`src/rtl/core/lav_delay.sv`:
```
// enable-gated shift line that keeps side data aligned with the pipeline
// depends on nothing
module lav_delay #(
  parameter int W     = 32,
  parameter int DEPTH = 1
) (
  input  logic         clk_i,
  input  logic         en_i,
  input  logic [W-1:0] d_i,
  output logic [W-1:0] q_o
);

  logic [W-1:0] dl_q [DEPTH];

  always_ff @(posedge clk_i) begin
    if (en_i) begin
      dl_q[0] <= d_i;
      for (int k = 1; k < DEPTH; k++) begin
        dl_q[k] <= dl_q[k-1];
      end
    end
  end

  assign q_o = dl_q[DEPTH-1];

endmodule

```
`config.mk`:
```
export PLATFORM = sky130hd
export DESIGN_NAME = lav_delay
export DESIGN_NICKNAME = d
export VERILOG_FILES = /design/src/rtl/core/lav_delay.sv
export SDC_FILE = /design/constraint.sdc
export NUM_CORES = 1
export LEC_CHECK = 0
export ABC_AREA = 1
export BUFFER_PORTS_ARGS = -buffer_cell sky130_fd_sc_hd__buf_2
export CORE_ASPECT_RATIO = 1.1
export CORE_MARGIN = 4
export CORE_UTILIZATION = 30
export CTS_CLUSTER_DIAMETER = 60
export DETAILED_ROUTE_END_ITERATION = 6
export PLACE_DENSITY = 0.67
export REMOVE_ABC_BUFFERS = 1
export SYNTH_ARGS = -nofsm -noshare
export SYNTH_HDL_FRONTEND = slang
export SYNTH_SLANG_ARGS = --single-unit
```
`constraint.sdc`:
```
create_clock -name clk_i -period 0.8 [get_ports clk_i]
set_input_delay 0.08 -clock clk_i [delete_from_list [all_inputs] [get_ports clk_i]]
set_output_delay 0.08 -clock clk_i [all_outputs]
set_load 0.03 [all_outputs]
```
# Yosys cells after proc, flatten, opt, wreduce, memory -nomap -nowiden
# Memory sizes are Yosys's and may differ from the RTL's.
# Cells that the tools add are included.
word_totals:
  output_inout_bits: 32
  register_bits: 0
  memories: 1
  wordCells: 3
  ram_bits: 32
  input_bits: 34
memory_table:
  columns: ["name", "words", "width", "rd", "rd_ports_with_merged_regs", "wr", "line_no", "source"]
  rows:
  - ["dl_q", 1, 32, 1, 0, 1, "13", "logic [W-1:0] dl_q [DEPTH];"]
op_classes:
  muxes: 2
ops:
  columns: ["operator", "n"]
  rows:
  - ["$mux 1", 2]

# Depth between registers and ports, before layout
# Gate-level depths: netlist of run 1.
logic_depth:
  depth_word: 2
  ltp_mapped: 0
  mapped_depth_nobuf: 0

# Least setup slack after synthesis of run 1
# Ideal clock, no wire load.
synth_path:
  path_kind: "reg2out"
  from: "memory dl_q[0][0]"
  to: "output q_o[0]"
  stages_incl_launch_ff: 1
  t_required_ns: 0.720
  slack_ns: 0.224
  t_arrival_ns: 0.496
  path_cell_list: "edfxtp_1"
synth_between:
  elab_chain_cells: 1
synth_rtl:
  columns: ["element", "line_no", "source"]
  rows:
  - ["start, declared", "13", null]
  - ["$mem_v2 1x32", null, null]
  - ["end, declared", "10", "output logic [W-1:0] q_o"]
# No other way between the ends.

# Final worst setup path of run 1
layout_path:
  from: "memory dl_q[0][24]"
  to: "output q_o[24]"
# The elaborated chain is that of the path after synthesis.

==> results.sh, run 1 <==
export IMPL_cp_start_kind="flop"
export IMPL_pwr_share_clk_pct=22.9
export IMPL_synth_top_cell_area_share_pct=100.0
export IMPL_drt_drc_violations_left=0
export IMPL_required_ns=0.72
export IMPL_worstPathBufferInverterCount=1
export IMPL_power_share_sequential_pct=55.6
export IMPL_critPathTopFamily="flip-flops"
export IMPL_synth_ff_latch_count=32
export IMPL_dp_cells=133
export IMPL_seq_area_frac_synth_pct=100.0
export IMPL_core_area_sq_um=3074
export IMPL_ioPinCount=66
export IMPL_rsz_0062_raised_after_global_routing="true"
export IMPL_report_final_setup_viol=32
export IMPL_worstHoldPathCells=2
export IMPL_synth_cell_area_sq_um=960.9
export IMPL_syn_mean_instance_area_sq_um=30.03
export IMPL_synth_cells=32
export IMPL_grt_overflow=0
export IMPL_largest_register="dl_q"
export IMPL_p_sw_share_pct=26.23
export IMPL_cp_depth=1
export IMPL_setup_worst_path_class="reg2out"
export IMPL_area_growth_syn_to_layout_pct=102.0
export IMPL_cp_endpoint="q_o[24]"
export IMPL_setup_slack_ns=-0.1648
export IMPL_post_cts_setup_buffers=0
export IMPL_grt_total_usage_pct=13.21
export IMPL_clock_tree_htree_level_count=2
export IMPL_tritoncts_num_buffers=5
export IMPL_final_routed_wirelength_um=2439
export IMPL_critPathMaxFanout=1
export IMPL_reg_largest_list="dl_q x32"
export IMPL_arrival_ns=0.88
export IMPL_n_fill_cell=225
export IMPL_power_frac_comb_pct=21.5
export IMPL_critical_path_cell_chain="buf_6"
export IMPL_layout_nets=172
export IMPL_global_route_wire_length_before_repair_um=3691
export IMPL_post_route_cell_area_sq_um=1941
export IMPL_final_min_period_over_clock_period_pct=120.6
export IMPL_drive_above_1_share_pct=53.24
export IMPL_synth_top_cells_by_area="sky130_fd_sc_hd__edfxtp_1 (100%)"
export IMPL_pwr_density_cell_nw_per_um2=1902
export IMPL_grt_max_degree=19
export IMPL_drt_iter0_markers=12
export IMPL_vias_per_cell=4.197
export IMPL_slew_of_the_pin_with_the_lowest_slew_margin_ns=0.1015
export IMPL_total_power_w=0.003690
export IMPL_clockRootBuffer="sky130_fd_sc_hd__clkbuf_4"
export IMPL_crit_path_end_kind="output port"
export IMPL_floorplan_rows=21
export IMPL_total_leakage_power_nw=0.8215
export IMPL_report_final_slew_viol_count=0
export IMPL_antenna_cells=0
export IMPL_yosys_area_top_type="sky130_fd_sc_hd__edfxtp_1"
export IMPL_clk_transition_reported_paths_ns=0.10
export IMPL_vias_in_the_first_global_route=832
export IMPL_fmax_mhz=1036
export IMPL_cts_tree="done"
export IMPL_dp_worst_setup_slack_ns=0.1128
export IMPL_gpl_final_weighted_congestion=0.6312
export IMPL_cap_violations=0
export IMPL_unique_masters_post_synth=1
export IMPL_die_height_um=67.36
export IMPL_violations="setup timing"
export IMPL_timing_final_crit_period_ns=0.9648
export IMPL_route_vias_total=726
export IMPL_stdcell_count=173
export IMPL_critical_path_slowest_cell="sky130_fd_sc_hd__edfxtp_1"
export IMPL_cts_root_to_sink_buffers=2
export IMPL_multi_input_comb_area_sq_um=0
export IMPL_route_detailed_wl_per_inst_um=14.10
export IMPL_seqCellArea_sq_um=960.9
export IMPL_intPower_w=0.002722
export IMPL_placement_io_buffers=65
export IMPL_postRouteAntennaNets=0
export IMPL_worst_vdd_drop_v=0.001493
export IMPL_cts_sinks=32
export IMPL_dieWidth_um=61.96
export IMPL_relSlewSlack_pct=93.23
export IMPL_min_delay_path_class="in2reg"
export IMPL_initial_utilization_pct=31.26
export IMPL_status="finished, violations left"
export IMPL_largest_reg_flops=32
export IMPL_antenna_found_initial=0
export IMPL_placed_cell_area_sq_um=1369
export IMPL_timing_critical_path_from="dl_q[0][24]$_DFFE_PP_"
export IMPL_firstDrtPassIters=4
export IMPL_design_die_area_sq_um=4173
export IMPL_crit_path_largest_cell_delay_ns=0.40
export IMPL_hold_violations=0
export IMPL_nMultiInputCombCells=0
export IMPL_power_switching_w=0.0009679
export IMPL_synth_yosys_warnings=0
layout make-up:
class                   instances  share of cell area [%]
well taps                      34                   2.192
repair buffers                 99                   45.65
clock inverters                 3                  0.7092
clock buffers                   5                   1.934
flip-flops and latches         32                   49.52
kinds of logic after synthesis:
kind of cell	Yosys count	synth area share [%]
flops	32	100.0
routing by layer:
| layer | track usage [%] | up-vias | wire, um |
|---|---|---|---|
| met2 | 23.70 | 43 | 1381 |
| li1 | - | 343 | - |
| met3 | 6.501 | 5 | 249 |
| met4 | 7.162 | 0 | 48 |
| met5 | 0 | - | 0 |
| met1 | 11.50 | 335 | 758 |
stage by stage:
step	TNS (ns)	util (%)	hold slack, ns
final	-4.717	63.13	0.1665
after global routing	-6.441	63.13	0.1613
after CTS	-5.289	63.13	0.1505
after detailed placement	0	44.53	0.2581
after global placement	0	44.53	0.2561
after floorplan	0	-	0.1789
synthesized netlist by cell type:
library cell,n
sky130_fd_sc_hd__edfxtp_1,32
layout by cell type (no fill, tap or decap):
master | netlist | routed
sky130_fd_sc_hd__buf_12 | 0 | 2
sky130_fd_sc_hd__buf_2 | 0 | 33
sky130_fd_sc_hd__buf_6 | 0 | 32
sky130_fd_sc_hd__clkbuf_4 | 0 | 5
sky130_fd_sc_hd__clkinv_1 | 0 | 1
sky130_fd_sc_hd__clkinv_2 | 0 | 2
sky130_fd_sc_hd__dlygate4sd3_1 | 0 | 32
sky130_fd_sc_hd__edfxtp_1 | 32 | 32
power groups by stage:
stage,clock network (W),registers (W),logic [W]
floorplan,0,0.00234,0
global placement,0,0.00205,0.000518
detailed placement,0,0.00206,0.000524
CTS,0.000893,0.00205,0.000791
global route,0.000968,0.00207,0.000835
finish,0.000844,0.00205,0.000794
worst min-delay path by stage:
stage                        from                    end  slack [ns]
after floorplan            d_i[0]   dl_q[0][0]$_DFFE_PP_        0.18
after global placement    d_i[29]  dl_q[0][29]$_DFFE_PP_        0.26
after detailed placement  d_i[18]  dl_q[0][18]$_DFFE_PP_        0.26
after CTS                    en_i   dl_q[0][2]$_DFFE_PP_        0.15
after global routing         en_i   dl_q[0][2]$_DFFE_PP_        0.16
final                        en_i   dl_q[0][2]$_DFFE_PP_        0.17
repair_timing:
action,4_1_cts,5_1_grt
hold buffers,32,0
cloned,0,0
setup endpoints to repair,32,32
hold endpoints to repair,32,0
gates resized for setup,64,0
(Power assumes the default switching activity.)
==> run 2, diff against run 1 <==
- CORE_UTILIZATION: 30 -> 42
- PLACE_DENSITY: 0.67 -> 0.87
==> run 2 against run 1 <==
  * The run still ends with setup timing left
  * Die area is 25% lower
  * Sequential power about the same
  * Global-route usage grew 14 points
  * Worst setup slack worse by 0.055 ns
  * Wire length increased by 53%
  * Core utilization rose by 30 points
  * Largest cell class unchanged
==> results.sh, run 2 (same netlist as run 1, synthesis figures left out) <==
export IMPL_rsz_0062_raised_after_global_routing="true"
export IMPL_crit_path_largest_cell_delay_ns=0.44
export IMPL_layout_nets=172
export IMPL_initial_utilization_pct=46.10
export IMPL_post_route_cell_area_sq_um=1933
export IMPL_slew_of_the_pin_with_the_lowest_slew_margin_ns=0.1318
export IMPL_multi_input_comb_area_sq_um=0
export IMPL_tritoncts_num_buffers=5
export IMPL_hold_violations=0
export IMPL_cap_violations=0
export IMPL_relSlewSlack_pct=91.21
export IMPL_total_leakage_power_nw=0.8215
export IMPL_layout_common_cells="sky130_fd_sc_hd__buf_2 (33), sky130_fd_sc_hd__edfxtp_1 (32), sky130_fd_sc_hd__dlygate4sd3_1 (32), sky130_fd_sc_hd__buf_6 (32), sky130_fd_sc_hd__clkbuf_4 (5)"
export IMPL_core_area_sq_um=2085
export IMPL_placement_io_buffers=65
export IMPL_floorplan_rows=17
export IMPL_n_fill_cell=66
export IMPL_final_common_cell="sky130_fd_sc_hd__buf_2"
export IMPL_placed_cell_area_sq_um=1361
export IMPL_top_signal_layer_used="met4"
export IMPL_pwr_density_cell_nw_per_um2=1954
export IMPL_report_final_slew_viol_count=0
export IMPL_timing_critical_path_from="dl_q[0][26]$_DFFE_PP_"
export IMPL_setup_slack_ns=-0.2196
export IMPL_die_height_um=58.17
export IMPL_drive_above_1_share_pct=53.24
export IMPL_antenna_cells=0
export IMPL_route_detailed_wl_per_inst_um=22.32
export IMPL_violations="setup timing"
export IMPL_area_growth_syn_to_layout_pct=101.2
export IMPL_wl_met3_um=619
export IMPL_clk_transition_reported_paths_ns=0.10
export IMPL_worst_vdd_drop_v=0.001832
export IMPL_postRouteAntennaNets=0
export IMPL_hold_path_startpoint="en_i"
export IMPL_met2_length_um=1746
export IMPL_required_ns=0.72
export IMPL_grt_total_usage_pct=27.32
export IMPL_fmax_mhz=980.8
export IMPL_drt_drc_violations_left=0
export IMPL_clockRootBuffer="sky130_fd_sc_hd__clkbuf_4"
export IMPL_critPathMaxFanout=1
export IMPL_cts_root_to_sink_buffers=2
export IMPL_cp_start_kind="flop"
export IMPL_dp_worst_setup_slack_ns=0.1146
export IMPL_min_delay_path_class="in2reg"
export IMPL_status="finished, violations left"
export IMPL_timing_final_crit_period_ns=1.020
export IMPL_final_min_period_over_clock_period_pct=127.5
export IMPL_design_die_area_sq_um=3118
export IMPL_drt_iter0_markers=28
export IMPL_grt_max_degree=18
export IMPL_antenna_found_initial=0
export IMPL_report_final_setup_viol=32
export IMPL_cts_tree="done"
export IMPL_route_vias_total=791
export IMPL_final_routed_wirelength_um=3728
export IMPL_routedLengthMet1_um=1315
export IMPL_vias_in_the_first_global_route=892
export IMPL_critical_path_cell_chain="buf_6"
export IMPL_worstPathBufferInverterCount=1
export IMPL_crit_path_end_kind="output port"
export IMPL_critical_path_slowest_cell="sky130_fd_sc_hd__edfxtp_1"
export IMPL_cts_sinks=32
export IMPL_ioPinCount=66
export IMPL_seqCellArea_sq_um=960.9
export IMPL_vias_per_cell=4.737
export IMPL_nMultiInputCombCells=0
export IMPL_clock_tree_htree_level_count=2
export IMPL_largest_reg_flops=32
export IMPL_largest_register="dl_q"
export IMPL_grt_overflow=0
export IMPL_critPathTopFamily="flip-flops"
export IMPL_post_cts_setup_buffers=0
export IMPL_reg_largest_list="dl_q x32"
export IMPL_firstDrtPassIters=4
export IMPL_arrival_ns=0.94
export IMPL_gpl_final_weighted_congestion=0.6360
export IMPL_dieWidth_um=53.61
export IMPL_global_route_wire_length_before_repair_um=5499
export IMPL_setup_worst_path_class="reg2out"
[run 2: cell counts in the layout (fill, tap and decap cells not counted)]
No cell type changed its count.
[run 2: worst paths after layout]
path	end	slack, ns	cells past startpoint
hold / removal	dl_q[0][6]$_DFFE_PP_	0.19	2
setup / recovery	q_o[26]	-0.22	1
[run 2: report_power, final]
part / switching, W / leakage [nW] / internal, W
Sequential: 0.0000751 / 0.313 / 0.00199
Clock: 0.000555 / 0.0324 / 0.000322
Combinational: 0.000422 / 0.476 / 0.000408
Total: 0.00105 / 0.821 / 0.00273
[run 2: cell type report]
cell class / instances / share of cell area [%]
Tap cell: 28 / 1.812
Clock inverter: 3 / 0.7120
Clock buffer: 5 / 1.942
Timing Repair Buffer: 99 / 45.83
Sequential cell: 32 / 49.71
[run 2: through the flow]
stage,instances,utilization [%],total power (W),hold slack (ns),TNS (ns)
CTS,167,92.74,0.003709,0.1593,-5.331
floorplan,32,-,0.002337,0.1789,0
detailed placement,127,65.31,0.002591,0.2581,0
finish,167,92.74,0.003778,0.1879,-5.463
global placement,127,65.31,0.002575,0.2562,0
global route,167,92.74,0.003897,0.1822,-6.486
[run 2: routing by layer]
metal | global-route usage, % | up-vias
li1 | - | 341
met4 | 9.854 | 0
met2 | 45.88 | 86
met3 | 12.85 | 5
met5 | 0 | -
met1 | 29.53 | 359
[run 2: repair_timing]
action                                  in CTS  in global routing
endpoints found under the setup margin      32                 32
resized for setup                           64                  0
hold buffers                                32                  0
cloned                                       0                  0
hold endpoints to repair                    32                  0
==> run 3, diff against run 2 <==
- CORE_UTILIZATION: 42 -> 40
- PLACE_DENSITY: 0.87 -> 0.84
==> run 3 against run 2 <==
  * The flow still finishes with violations (setup timing)
  * Clock power is 16% lower
  * Worst hold slack better by 0.0021 ns
  * Via count is 8.2% lower
  * Non-clock buffer count stayed put
  * Clock-buffer cell count stayed put
  * Sequential share of layout area is 0.62 points higher
  * Critical path depth stayed put
  * Total power is 5.4% lower
  * Highest routed layer unchanged
==> results.sh, run 3 (same netlist as run 1, synthesis figures left out) <==
export IMPL_required_ns=0.72
export IMPL_min_delay_path_class="in2reg"
export IMPL_report_final_slew_viol_count=0
export IMPL_ioPinCount=66
export IMPL_cp_start_kind="flop"
export IMPL_critPathMaxFanout=1
export IMPL_layout_common_cells="sky130_fd_sc_hd__buf_2 (33), sky130_fd_sc_hd__edfxtp_1 (32), sky130_fd_sc_hd__dlygate4sd3_1 (32), sky130_fd_sc_hd__buf_6 (32), sky130_fd_sc_hd__clkbuf_4 (5)"
export IMPL_report_final_setup_viol=32
export IMPL_total_power_w=0.003576
export IMPL_worst_hold_slack_ns=0.1900
export IMPL_setup_slack_ns=-0.1526
export IMPL_clockRootBuffer="sky130_fd_sc_hd__clkbuf_4"
export IMPL_critical_path_cell_chain="buf_6"
export IMPL_drive_above_1_share_pct=52.94
export IMPL_relSlewSlack_pct=91.62
export IMPL_multi_input_comb_area_sq_um=0
export IMPL_cts_tree="done"
export IMPL_vias_in_the_first_global_route=809
export IMPL_firstDrtPassIters=3
export IMPL_cts_root_to_sink_buffers=2
export IMPL_hold_violations=0
export IMPL_crit_path_largest_cell_delay_ns=0.41
export IMPL_initial_utilization_pct=42.24
export IMPL_setup_worst_path_class="reg2out"
export IMPL_placement_io_buffers=65
export IMPL_largest_reg_flops=32
export IMPL_final_min_period_over_clock_period_pct=119.1
export IMPL_postRouteAntennaNets=0
export IMPL_post_cts_setup_buffers=0
export IMPL_reg_largest_list="dl_q x32"
export IMPL_clock_tree_htree_level_count=2
export IMPL_pwr_density_cell_nw_per_um2=1873
export IMPL_n_fill_cell=95
export IMPL_drt_drc_violations_left=0
export IMPL_nMultiInputCombCells=0
export IMPL_grt_max_degree=25
export IMPL_grt_total_usage_pct=17.08
export IMPL_critPathTopFamily="flip-flops"
export IMPL_arrival_ns=0.87
export IMPL_antenna_found_initial=0
export IMPL_slew_of_the_pin_with_the_lowest_slew_margin_ns=0.1257
export IMPL_tritoncts_num_buffers=5
export IMPL_layout_nets=172
export IMPL_status="finished, violations left"
export IMPL_vias_per_cell=4.373
export IMPL_final_common_cell="sky130_fd_sc_hd__buf_2"
export IMPL_tns_ns=-4.025
export IMPL_fmax_mhz=1050
export IMPL_area_growth_syn_to_layout_pct=98.70
export IMPL_floorplan_rows=18
export IMPL_timing_final_crit_period_ns=0.9526
export IMPL_grt_overflow=0
export IMPL_global_route_wire_length_before_repair_um=3774
export IMPL_cap_violations=0
export IMPL_worst_vdd_drop_v=0.001429
export IMPL_core_area_sq_um=2275
export IMPL_drt_iter0_markers=9
export IMPL_crit_path_end_kind="output port"
export IMPL_worstPathBufferInverterCount=1
export IMPL_final_routed_wirelength_um=2436
export IMPL_critical_path_slowest_cell="sky130_fd_sc_hd__edfxtp_1"
export IMPL_antenna_cells=0
export IMPL_route_detailed_wl_per_inst_um=14.67
export IMPL_design_die_area_sq_um=3251
export IMPL_total_leakage_power_nw=0.8075
export IMPL_largest_register="dl_q"
export IMPL_clk_transition_reported_paths_ns=0.09
export IMPL_cts_sinks=32
export IMPL_seqCellArea_sq_um=960.9
export IMPL_violations="setup timing"
export IMPL_gpl_final_weighted_congestion=0.6569
export IMPL_die_height_um=59.41
export IMPL_rsz_0062_raised_after_global_routing="true"
export IMPL_dieWidth_um=54.73
export IMPL_route_vias_total=726
-- run 3: per-layer routing --
metal	GRT usage (%)	part of all wire (%)	vias to the layer above
li1	-	-	339
met1	17.77	35	328
met2	28.89	52	54
met3	7.557	12	5
met4	7.473	1.3	0
met5	0	0	-
-- run 3: worst paths after layout --
path / start / endpoint / slack, ns / depth (start not counted)
setup / recovery: dl_q[0][12]$_DFFE_PP_ / q_o[12] / -0.15 / 1
hold / removal: en_i / dl_q[0][3]$_DFFE_PP_ / 0.19 / 2
-- run 3: final cells by class --
class | count | area share [%]
clock buffers | 5 | 1.966
flip-flops and latches | 32 | 50.33
repair buffers | 99 | 45.74
well taps | 30 | 1.966
-- run 3: timing repair --
action,4_1_cts,5_1_grt
hold buffers,32,0
endpoints found under the setup margin,32,32
endpoints found under the hold margin,32,0
gates resized for setup,64,0
pin swaps,0,0
-- run 3: per-stage QoR --
stage	std cells	setup slack, ns	instance area, sq um	utilization (%)
5_1_grt	166	-0.2146	1909	83.94
4_1_cts	166	-0.1698	1909	83.94
3_5_place_dp	129	0.1154	1351	59.41
6_report	166	-0.1526	1909	83.94
3_3_place_gp	129	0.1287	1351	59.41
2_1_floorplan	32	0.2244	960.9	-
-- run 3: power breakdown --
part           leakage [nW]  switching [W]  internal, W
sequential            0.313      0.0000595      0.00199
clock                0.0230       0.000441     0.000293
combinational         0.471       0.000388     0.000401
